**config.mk**
```make
export PLATFORM = sky130hd
export DESIGN_NAME = sha1_challenge_response_check
export DESIGN_NICKNAME = d
export VERILOG_FILES = /design/src/hdl/scrc_pkg.sv /design/src/hdl/scrc_sha1_core.sv /design/src/hdl/sha1_challenge_response_check.sv
export SDC_FILE = /design/constraint.sdc
export NUM_CORES = 2
export LEC_CHECK = 0
export ABC_AREA = 1
export BUFFER_PORTS_ARGS = -buffer_cell sky130_fd_sc_hd__buf_2
export CAP_MARGIN = 15
export CORE_UTILIZATION = 55
export DETAILED_ROUTE_END_ITERATION = 8
export GPL_TIMING_DRIVEN = 0
export PLACE_DENSITY = 0.77
export SLEW_MARGIN = 10
export SYNTH_ARGS = -nofsm -noshare
export SYNTH_HDL_FRONTEND = slang
export SYNTH_SLANG_ARGS = --single-unit
export TNS_END_PERCENT = 1
```
**constraint.sdc**
```tcl
create_clock -name i_clk -period 19.98 [get_ports i_clk]
set_clock_uncertainty 0.15 [all_clocks]
set_input_delay 1.998 -clock i_clk [delete_from_list [all_inputs] [get_ports i_clk]]
set_output_delay 1.998 -clock i_clk [all_outputs]
set_load 0.005 [all_outputs]
```
**src/hdl/scrc_pkg.sv**
```systemverilog
// Shared types and constants for the keyed double SHA-1 challenge/response checker.
// No dependencies; imported by scrc_sha1_core, the top level and the bench.
package scrc_pkg;

    localparam int unsigned BLOCK_BITS  = 512;
    localparam int unsigned DIGEST_BITS = 160;
    localparam int unsigned CFG_IDX_W   = 8;

    // message is 16 key bytes plus 20 data bytes
    localparam logic [31:0] MSG_BIT_LEN = 32'd288;
    localparam logic [31:0] PAD_WORD    = 32'h8000_0000;

    localparam logic [31:0] IV_A = 32'h6745_2301;
    localparam logic [31:0] IV_B = 32'hEFCD_AB89;
    localparam logic [31:0] IV_C = 32'h98BA_DCFE;
    localparam logic [31:0] IV_D = 32'h1032_5476;
    localparam logic [31:0] IV_E = 32'hC3D2_E1F0;

    localparam logic [CFG_IDX_W-1:0] CFG_KEY_A_UPPER = 8'd0;
    localparam logic [CFG_IDX_W-1:0] CFG_KEY_A_LOWER = 8'd1;
    localparam logic [CFG_IDX_W-1:0] CFG_KEY_B_UPPER = 8'd2;
    localparam logic [CFG_IDX_W-1:0] CFG_KEY_B_LOWER = 8'd3;

    typedef enum logic [1:0] {
        CORE_IDLE,
        CORE_ROUND,
        CORE_FINAL
    } t_core_state;

    typedef enum logic [2:0] {
        ST_IDLE,
        ST_START1,
        ST_RUN1,
        ST_START2,
        ST_RUN2,
        ST_DONE
    } t_top_state;

endpackage

```
**src/hdl/scrc_sha1_core.sv**
```systemverilog
// Iterative SHA-1 compression of one 512-bit block from the standard IV.
// One round per cycle with a rolling 16-word schedule window. Uses scrc_pkg.
module scrc_sha1_core (
    input  logic                              i_clk,
    input  logic                              i_rst_n,
    input  logic                              i_start,
    input  logic [scrc_pkg::BLOCK_BITS-1:0]   i_block,   // word 0 in the top bits
    output logic                              o_done,
    output logic [scrc_pkg::DIGEST_BITS-1:0]  o_digest   // h0 in the top bits
);
    import scrc_pkg::*;

    localparam logic [6:0] LAST_ROUND = 7'd79;

    t_core_state r_state, n_state;
    logic [6:0]  r_round;
    logic [31:0] r_w [16];
    logic [31:0] r_a, r_b, r_c, r_d, r_e;
    logic [DIGEST_BITS-1:0] r_digest;
    logic        r_done;

    logic [31:0] f_val, k_val, t_val, w_new;
    logic        ld_start, do_round, do_final;

    always_comb begin
        if (r_round < 7'd20) begin
            f_val = (r_b & r_c) | (~r_b & r_d);
            k_val = 32'h5A82_7999;
        end else if (r_round < 7'd40) begin
            f_val = r_b ^ r_c ^ r_d;
            k_val = 32'h6ED9_EBA1;
        end else if (r_round < 7'd60) begin
            f_val = (r_b & r_c) | (r_b & r_d) | (r_c & r_d);
            k_val = 32'h8F1B_BCDC;
        end else begin
            f_val = r_b ^ r_c ^ r_d;
            k_val = 32'hCA62_C1D6;
        end
    end

    assign t_val = {r_a[26:0], r_a[31:27]} + f_val + r_e + k_val + r_w[0];

    // window holds W[i..i+15]; W[i+16] from taps 13, 8, 2, 0
    logic [31:0] w_x;
    assign w_x   = r_w[13] ^ r_w[8] ^ r_w[2] ^ r_w[0];
    assign w_new = {w_x[30:0], w_x[31]};

    always_comb begin
        n_state = r_state;
        unique case (r_state)
            CORE_IDLE:  if (i_start) n_state = CORE_ROUND;
            CORE_ROUND: if (r_round == LAST_ROUND) n_state = CORE_FINAL;
            CORE_FINAL: n_state = CORE_IDLE;
            default:    n_state = CORE_IDLE;
        endcase
    end

    always_comb begin
        ld_start = 1'b0;
        do_round = 1'b0;
        do_final = 1'b0;
        unique case (r_state)
            CORE_IDLE:  ld_start = i_start;
            CORE_ROUND: do_round = 1'b1;
            CORE_FINAL: do_final = 1'b1;
            default:    ;
        endcase
    end

    always_ff @(posedge i_clk) begin
        if (!i_rst_n) begin
            r_state <= CORE_IDLE;
            r_done  <= 1'b0;
            r_round <= '0;
        end else begin
            r_state <= n_state;
            r_done  <= do_final;
            if (ld_start)
                r_round <= '0;
            else if (do_round)
                r_round <= r_round + 7'd1;
        end
    end

    always_ff @(posedge i_clk) begin
        if (ld_start) begin
            for (int i = 0; i < 16; i++)
                r_w[i] <= i_block[BLOCK_BITS-1-32*i -: 32];
            r_a <= IV_A;
            r_b <= IV_B;
            r_c <= IV_C;
            r_d <= IV_D;
            r_e <= IV_E;
        end else if (do_round) begin
            for (int i = 0; i < 15; i++)
                r_w[i] <= r_w[i+1];
            r_w[15] <= w_new;
            r_a <= t_val;
            r_b <= r_a;
            r_c <= {r_b[1:0], r_b[31:2]};
            r_d <= r_c;
            r_e <= r_d;
        end
        if (do_final)
            r_digest <= {IV_A + r_a, IV_B + r_b, IV_C + r_c, IV_D + r_d, IV_E + r_e};
    end

    assign o_done   = r_done;
    assign o_digest = r_digest;

endmodule

```
**src/hdl/sha1_challenge_response_check.sv**
```systemverilog
// Top level of the keyed double SHA-1 challenge/response checker.
// Holds the key registers, sequences two passes of scrc_sha1_core, compares
// and registers the result. Uses scrc_pkg.
//
// Usage:
//   Configuration channel: write keys by index (0 key A upper, 1 key A lower,
//   2 key B upper, 3 key B lower); other indexes are dropped. Always ready.
//   Request stream (s_axis): challenge, expected value and mode in tuser.
//   Response stream (m_axis): final digest in tdata, match flag in tuser.
//   Each request computes SHA-1(K || SHA-1(K || C)), one padded block each.
//   Each request takes two passes through the one-round-per-cycle core, each
//   pass being start, 80 rounds, finalize and handoff; the output register is
//   loaded after the second pass. s_axis_tready is high only while the
//   sequencer is idle, so a new request is not taken until the previous one
//   has been handed to the output register.
//   The response sits in an output register, so a new request is taken
//   while an old response waits; a finished digest waits in the core until
//   the output register frees up.
//   Reset clears the keys to zero, drops any request in flight and empties
//   the output register.
module sha1_challenge_response_check (
    input  logic                                i_clk,
    input  logic                                i_rst_n,
    input  logic                                i_cfg_valid,
    output logic                                o_cfg_ready,
    input  logic [scrc_pkg::CFG_IDX_W-1:0]      i_cfg_index,
    input  logic [63:0]                         i_cfg_data,
    input  logic                                s_axis_tvalid,
    output logic                                s_axis_tready,
    // challenge_first, challenge_second, challenge_tail,
    // expected_first, expected_second, expected_tail
    input  logic [319:0]                        s_axis_tdata,
    // opcode
    input  logic [0:0]                          s_axis_tuser,
    output logic                                m_axis_tvalid,
    input  logic                                m_axis_tready,
    // digest_first, digest_second, digest_tail
    output logic [159:0]                        m_axis_tdata,
    // matched
    output logic [0:0]                          m_axis_tuser
);
    import scrc_pkg::*;

    t_top_state r_state, n_state;

    logic [63:0]  r_key_a_upper, r_key_a_lower, r_key_b_upper, r_key_b_lower;
    logic         r_backup;
    logic [63:0]  r_ku, r_kl;
    logic [159:0] r_chal;
    logic [159:0] r_exp;
    logic         r_out_valid;
    logic [159:0] r_out_data;
    logic         r_out_match;

    logic         core_start, core_done;
    logic [BLOCK_BITS-1:0]  core_block;
    logic [DIGEST_BITS-1:0] core_digest;
    logic         in_ready, load_out, use_second;
    logic         out_free, in_accept, match_val;

    assign in_accept = s_axis_tvalid && in_ready;
    assign out_free  = !r_out_valid || m_axis_tready;

    always_comb begin
        n_state = r_state;
        unique case (r_state)
            ST_IDLE:   if (in_accept) n_state = ST_START1;
            ST_START1: n_state = ST_RUN1;
            ST_RUN1:   if (core_done) n_state = ST_START2;
            ST_START2: n_state = ST_RUN2;
            ST_RUN2:   if (core_done) n_state = ST_DONE;
            ST_DONE:   if (out_free) n_state = ST_IDLE;
            default:   n_state = ST_IDLE;
        endcase
    end

    always_comb begin
        in_ready   = 1'b0;
        core_start = 1'b0;
        use_second = 1'b0;
        load_out   = 1'b0;
        unique case (r_state)
            ST_IDLE:   in_ready = 1'b1;
            ST_START1: core_start = 1'b1;
            ST_START2: begin
                core_start = 1'b1;
                use_second = 1'b1;
            end
            ST_DONE:   load_out = out_free;
            default:   ;
        endcase
    end

    // both passes hash key || 20 data bytes as one padded block
    assign core_block = {r_ku, r_kl, (use_second ? core_digest : r_chal),
                         PAD_WORD, 160'd0, MSG_BIT_LEN};

    scrc_sha1_core u_core (
        .i_clk    (i_clk),
        .i_rst_n  (i_rst_n),
        .i_start  (core_start),
        .i_block  (core_block),
        .o_done   (core_done),
        .o_digest (core_digest)
    );

    // backup compares digest bytes 12..19, the low 64 bits
    assign match_val = r_backup ? (core_digest[63:0] == r_exp[159:96])
                                : (core_digest == r_exp);

    always_ff @(posedge i_clk) begin
        if (!i_rst_n) begin
            r_state       <= ST_IDLE;
            r_key_a_upper <= '0;
            r_key_a_lower <= '0;
            r_key_b_upper <= '0;
            r_key_b_lower <= '0;
            r_out_valid   <= 1'b0;
        end else begin
            r_state <= n_state;
            if (i_cfg_valid) begin
                unique case (i_cfg_index)
                    CFG_KEY_A_UPPER: r_key_a_upper <= i_cfg_data;
                    CFG_KEY_A_LOWER: r_key_a_lower <= i_cfg_data;
                    CFG_KEY_B_UPPER: r_key_b_upper <= i_cfg_data;
                    CFG_KEY_B_LOWER: r_key_b_lower <= i_cfg_data;
                    default:         ;
                endcase
            end
            if (load_out)
                r_out_valid <= 1'b1;
            else if (m_axis_tready)
                r_out_valid <= 1'b0;
        end
    end

    always_ff @(posedge i_clk) begin
        if (in_accept) begin
            r_backup <= s_axis_tuser[0];
            r_ku     <= s_axis_tuser[0] ? r_key_b_upper : r_key_a_upper;
            r_kl     <= s_axis_tuser[0] ? r_key_b_lower : r_key_a_lower;
            // word order: challenge bytes 0..19, tail zeroed in backup mode
            r_chal   <= {s_axis_tdata[63:0], s_axis_tdata[127:64],
                         (s_axis_tuser[0] ? 32'd0 : s_axis_tdata[159:128])};
            r_exp    <= {s_axis_tdata[223:160], s_axis_tdata[287:224],
                         s_axis_tdata[319:288]};
        end
        if (load_out) begin
            r_out_data  <= core_digest;
            r_out_match <= match_val;
        end
    end

    assign o_cfg_ready   = 1'b1;
    assign s_axis_tready = in_ready;
    assign m_axis_tvalid = r_out_valid;
    assign m_axis_tdata  = {r_out_data[31:0], r_out_data[95:32], r_out_data[159:96]};
    assign m_axis_tuser  = r_out_match;

endmodule

```
### Yosys cells after proc, flatten, opt, wreduce, memory -nomap -nowiden

Memory sizes are Yosys's and may differ from the RTL's.
Cells that the tools add are included.

* muxes and demuxes: 48
* shift-type cells: 0
* $add $sub $neg: 10
* multipliers: 0
* order comparisons: 3
* reduce and logical (&&, ||, !) cells: 15
* bitwise gates (word level): 30
* equal/unequal tests: 19
* div/mod/pow operators: 0

Operators by type and width (count)
* two-way mux 32 bit: 21
* equality test 160 bit: 1
* two-way mux 160 bit: 1
* XOR 32 bit: 5
* adder 32 bit: 4
* AND 32 bit: 4
* two-way mux 64 bit: 2
* adder 32 bit (first input constant): 3
* OR 32 bit: 3
* equality test 64 bit: 1
* adder 29 x 32 -> 32 bit (first input constant): 1
* adder 31 x 32 -> 32 bit (first input constant): 1
* NOT 32 bit: 1
* two-way mux 31 bit: 1
* case mux 3 bit (6 select lines): 1
* equality test 8 x 2 -> 1 bit (second input constant): 2
* OR 1 bit: 16
* two-way mux 1 bit: 15
* < comparator 7 x 6 -> 1 bit (second input constant): 2
* two-way mux 3 bit: 4
* AND reduction 2 bit: 5
* equality test 8 x 1 -> 1 bit (second input constant): 1
* logical NOT 8 bit: 1
* != test 2 x 1 -> 1 bit (second input constant): 4
* other kinds (20): 25

* memories: 1
* flip-flop bits (word level): 1200
* word-level logic and storage cells: 149
* bits in latches: 0
* output and inout port bits: 164
* memory bits (writable): 512
* bits in read-only memories: 0
* input bits: 398

Memory list
* u_core.r_w: depth 16, width 32, rd ports 16, clocked after memory_dff 0, write ports 16, RTL line scrc_sha1_core.sv:17 `logic [31:0] r_w [16];`

### Logic depth before layout (Yosys ltp)

* word-level depth: 10
* depth in mapped cells: 27
* mapped depth without buffers: 26

### Modules after synthesis

A second synthesis with hierarchy kept.

* cell total of the unflattened synthesis: 8058
* area total of the unflattened synthesis: 77473.1 um2

By module, submodules not included
* scrc_sha1_core: cells each 4654, sequential area each 23582.6 um2, area an instance 42961.2 um2, times used 1
* sha1_challenge_response_check: cells each 3404, sequential area each 23522.6 um2, area an instance 34511.8 um2, times used 1

### Worst setup path before layout

OpenSTA, ideal clock, no wires.

* path type: input to register
* start point: input port s_axis_tvalid
* end point: register r_backup (enable)
* library setup time: 1269 ps
* setup slack: -1903 ps
* stages: 2
* path buffers: 0
* required time: 18561 ps
* arrival: 20464 ps
* cell sequence: inv_1 -> nor2_1

* cells in the longest elaborated chain, start to end: 1

RTL lines
* start, declared: RTL line sha1_challenge_response_check.sv:28 `input logic s_axis_tvalid,`
* logical AND 1 bit: RTL line sha1_challenge_response_check.sv:61 `assign in_accept = s_axis_tvalid && in_ready;`
* named net in_accept: RTL line sha1_challenge_response_check.sv:59 `logic out_free, in_accept, match_val;`
* end signal, assigned: RTL line sha1_challenge_response_check.sv:139 `r_backup <= s_axis_tuser[0];`
* end, declared: RTL line sha1_challenge_response_check.sv:47 `logic r_backup;`

The timed path passes the listed nets, and every way through them passes these cells.
A chain may end at the register's enable or synchronous reset.

### Worst setup path in the final report

* start point: register u_core.r_round[3]
* end point: register u_core.r_a[21]

* cells in the longest elaborated chain, start to end: 8
* elaborated cells on any way between the ends: 13
* classes of those cells: add/sub: 4; order compare: 3; mux: 6

RTL lines
* start, declared: RTL line scrc_sha1_core.sv:16 `logic [6:0] r_round;`
* start signal, assigned: RTL line scrc_sha1_core.sv:81 `r_round <= r_round + 7'd1;`
* < comparator 7 x 6 -> 1 bit: RTL line scrc_sha1_core.sv:32 `end else if (r_round < 7'd60) begin`
* two-way mux 32 bit: RTL line scrc_sha1_core.sv:32
* two-way mux 32 bit: RTL line scrc_sha1_core.sv:29 `end else if (r_round < 7'd40) begin`
* two-way mux 32 bit: RTL line scrc_sha1_core.sv:26 `if (r_round < 7'd20) begin`
* adder 32 bit (2 in a row): RTL line scrc_sha1_core.sv:41 `assign t_val = {r_a[26:0], r_a[31:27]} + f_val + r_e + k_val + r_w[0];`
* adder 32 bit (*) (2 in a row): RTL line scrc_sha1_core.sv:41
* end signal, assigned: RTL line scrc_sha1_core.sv:98 `r_a <= t_val;`
* end, declared: RTL line scrc_sha1_core.sv:18 `logic [31:0] r_a, r_b, r_c, r_d, r_e;`

Every way passes the cells marked *; elsewhere a longest branch is shown, timed or not.

==> metrics <==
commonest cells after routing, fill and taps aside nand2_1, edfxtp_1, nor2_1; io pins between 500 and 600; all-layer global routing usage 0.453; CP Launch Type register; VDD IR max 0.000272 V; GR Overflow Total 0; top post-synthesis cells by area edfxtp_1, dfxtp_1, nand2_1, nor2_1, inv_1; Post-Synth Adder-Cell Area 0.0394; Critical Path RT a little over 20 ns; drt via density 6.05; post-synthesis compound-gate area fraction 0.0878; Hold WS 0.295 ns; Buffers on Ports 560; Post-Syn Nets roughly 8000; max-capacitance violation count 0; # setup viols final 0; Fin. Hold Viols 0; clock tree sinks 1712; per-cell routed wire length approximately 31 um; setup tns final 0 ns; largest net degree at the start of global routing 66; CTS Buf Count 173; clock latency on the worst-skew pair between 0.8 and 0.9 ns; main combinational cell family by area after synthesis simple AND/OR/NAND/NOR gates; starting density of the core 0.557; number of synthesized flops with an enable pin 1282; Synth Flop Type edfxtp_1; post-layout min period 6.34 ns; Worst-path clk slew 0.06 ns; simple-gate share of the synthesized area 0.152; vias in the first global route 56800; Detailed Route WL 319 mm; DRT Pass-1 Iters 6; Avg Synthesized Cell Area 10.2 um^2; Syn Inst Count 7410; Vert. Die Dim 373 um; synthesized flop and latch total approximately 1700; first-pass GRT wire length 432 mm; Tightest Pin Transition 1.32 ns; Async SR Flop Fraction 0; Final Net Count just under 9000; Seq/Total Area, Yosys 0.622; post-cts sizing count 0; DRC errors left 0; mux contribution to synthesized area 0; slew margin rel. 0.122; RSZ-0062 raised after global routing no; Hold WC Path Type register to register; area of the mapped netlist 75700 um^2; share of layout cells above drive strength 1 0.138; hold_buf cts 0; Synth area leader edfxtp_1; WS Path Type register to register; FP Rows around 140; final core utilization 0.643; Area growth, synth to finish 15.5%; CP Data Arrival Time 6.89 ns; YS warnings 0; Synth Area in XOR/XNOR 0.0336; commonest non-fill, non-tap cell in the layout nand2_1; share of the synthesized area in the top cell type 0.509; Power per Cell Area 175 nW/um^2; fin. max-slew vios 0; initial antenna violation count 36; Post-CTS Setup Bufs 0; DRT antenna net count 0; Max Clk Rate 0.158 GHz; clock root buffer clkbuf_16; crit path max fanout 10; clock buffer depth 3; fin crit share 0.317; die area 139000 um^2; DRT iter0 DRCs between 10000 and 15000; outcome completed; Placer Congestion between 1 and 1.5; Netlist cell types 62; htree depth 4; CP Capture Type register; Post-DP HPWL 256 mm; LEAKAGE 35.0 nW; total number of vias about 61000; Die W 373 um; CORE AREA roughly 140000 um^2; CTS tree yes
==> cells by family (layout without fill, tap and decap cells) <==
family                   count (synthesis)  after routing
flip-flops                            1712           1712
XOR/XNOR                               290            290
AO/OA/AOI/OAI                         1172           1172
AND/OR/NAND/NOR                       2821           2821
buffers and inverters                 1247           2163
other                                    1             30
adder cells (fa/ha/maj)                167            167
==> metal layers <==
metal  global-route usage  share of wire  routed length, um  vias up
met5                    0        0.00051                164        -
met3                0.120           0.13              41300      876
met1                0.602           0.37             117000    29600
met4                0.308          0.083              26400       24
met2                0.651           0.42             134000     4650
li1                     -              -                  -    26200
==> cells in the mapped netlist (4+ instances only) <==
master	instances
a211oi_1	21
a21boi_0	4
a21oi_1	278
a21oi_2	4
a22oi_1	65
a31oi_1	166
buf_1	23
buf_2	109
buf_4	16
clkbuf_1	146
clkinv_1	4
dfxtp_1	430
edfxtp_1	1282
fa_1	119
ha_1	48
inv_1	906
inv_2	43
nand2_1	1416
nand2_2	7
nand3_1	142
nand3_2	8
nand3b_1	5
nand4_1	72
nor2_1	964
nor2_2	13
nor2_4	5
nor3_1	74
nor4_1	18
o2111ai_1	6
o211ai_1	15
o21ai_0	284
o21ai_1	201
o21ai_2	4
o21bai_1	20
o221ai_1	10
o22ai_1	79
or2_1	5
or2_2	81
xnor2_1	76
xor2_1	214
==> final timing paths <==
path / from / to / slack [ns] / cells past startpoint
setup / recovery: u_core.r_round[3]$_SDFFE_PP0N_ / u_core.r_a[21]$_SDFFE_PP0N_ / 13.64 / 21
hold / removal: r_key_a_upper[35]$_SDFFE_PN0P_ / r_key_a_upper[35]$_SDFFE_PN0P_ / 0.29 / 2
setup reg to reg: u_core.r_round[3]$_SDFFE_PP0N_ / u_core.r_a[21]$_SDFFE_PP0N_ / 13.64 / 21
hold reg to reg: r_key_a_upper[35]$_SDFFE_PN0P_ / r_key_a_upper[35]$_SDFFE_PN0P_ / 0.29 / 2
==> report_power, final <==
part	total, W	internal (W)	switching [W]
logic	0.00647	0.00203	0.00444
clock network	0.00329	0.00183	0.00146
registers	0.00553	0.00484	0.000697
total	0.0153	0.00869	0.00660
==> metrics by stage <==
step / area [um^2] / total power [W] / std cells / setup slack (ns)
6_report: 87400 / 0.0153 / 10100 / 13.64
2_1_floorplan: 75700 / 0.00960 / 7410 / 3.92
5_1_grt: 87300 / 0.0160 / 10100 / 13.32
4_1_cts: 87300 / 0.0150 / 10100 / 13.78
3_5_place_dp: 81600 / 0.0118 / 9789 / 13.86
3_3_place_gp: 80700 / 0.0121 / 9751 / -4.29
==> state kept, by name, summed over array words and instances, names as in the netlist <==
name             count
r_kl                64
r_exp              160
r_chal             160
r_backup             1
u_core.r_w         512
r_key_b_lower       64
m_axis_tvalid        1
u_core.r_state       2
u_core.o_digest    160
u_core.o_done        1
u_core.r_c          32
r_key_a_lower       64
u_core.r_b          32
u_core.r_a          32
r_state              3
m_axis_tuser         1
r_key_b_upper       64
r_ku                64
u_core.r_d          32
r_out_data         160
r_key_a_upper       64
u_core.r_e          32
u_core.r_round       7
==> final cells by class <==
type / count / area [um^2]
Inverter: 953 / 3580
Tap cell: 1781 / 2230
Antenna cell: 29 / 72.6
Clock inverter: 86 / 1010
Buffer: 294 / 1300
Timing Repair Buffer: 599 / 3720
Sequential cell: 1712 / 47100
Clock buffer: 231 / 4670
Fill cell: 10800 / 48600
Multi-Input combinational cell: 4451 / 23700
==> worst max-delay path, stage by stage, from the launching register on <==
cell,delay (ns)
dfxtp_1,0.41
nand2_1,0.09
nand3_1,0.13
buf_2,0.34
clkbuf_1,0.63
a211oi_1,0.10
nor3_1,0.87
fa_1,0.60
fa_1,0.50
inv_1,0.05
fa_1,0.48
inv_1,0.05
ha_1,0.43
nand2_1,0.15
nor2_1,0.16
inv_1,0.09
nor2_1,0.29
nand3_1,0.15
nand4_1,0.12
nand3_1,0.18
o21ai_1,0.16
inv_1,0.05
Power figures use the tool's default switching activity.
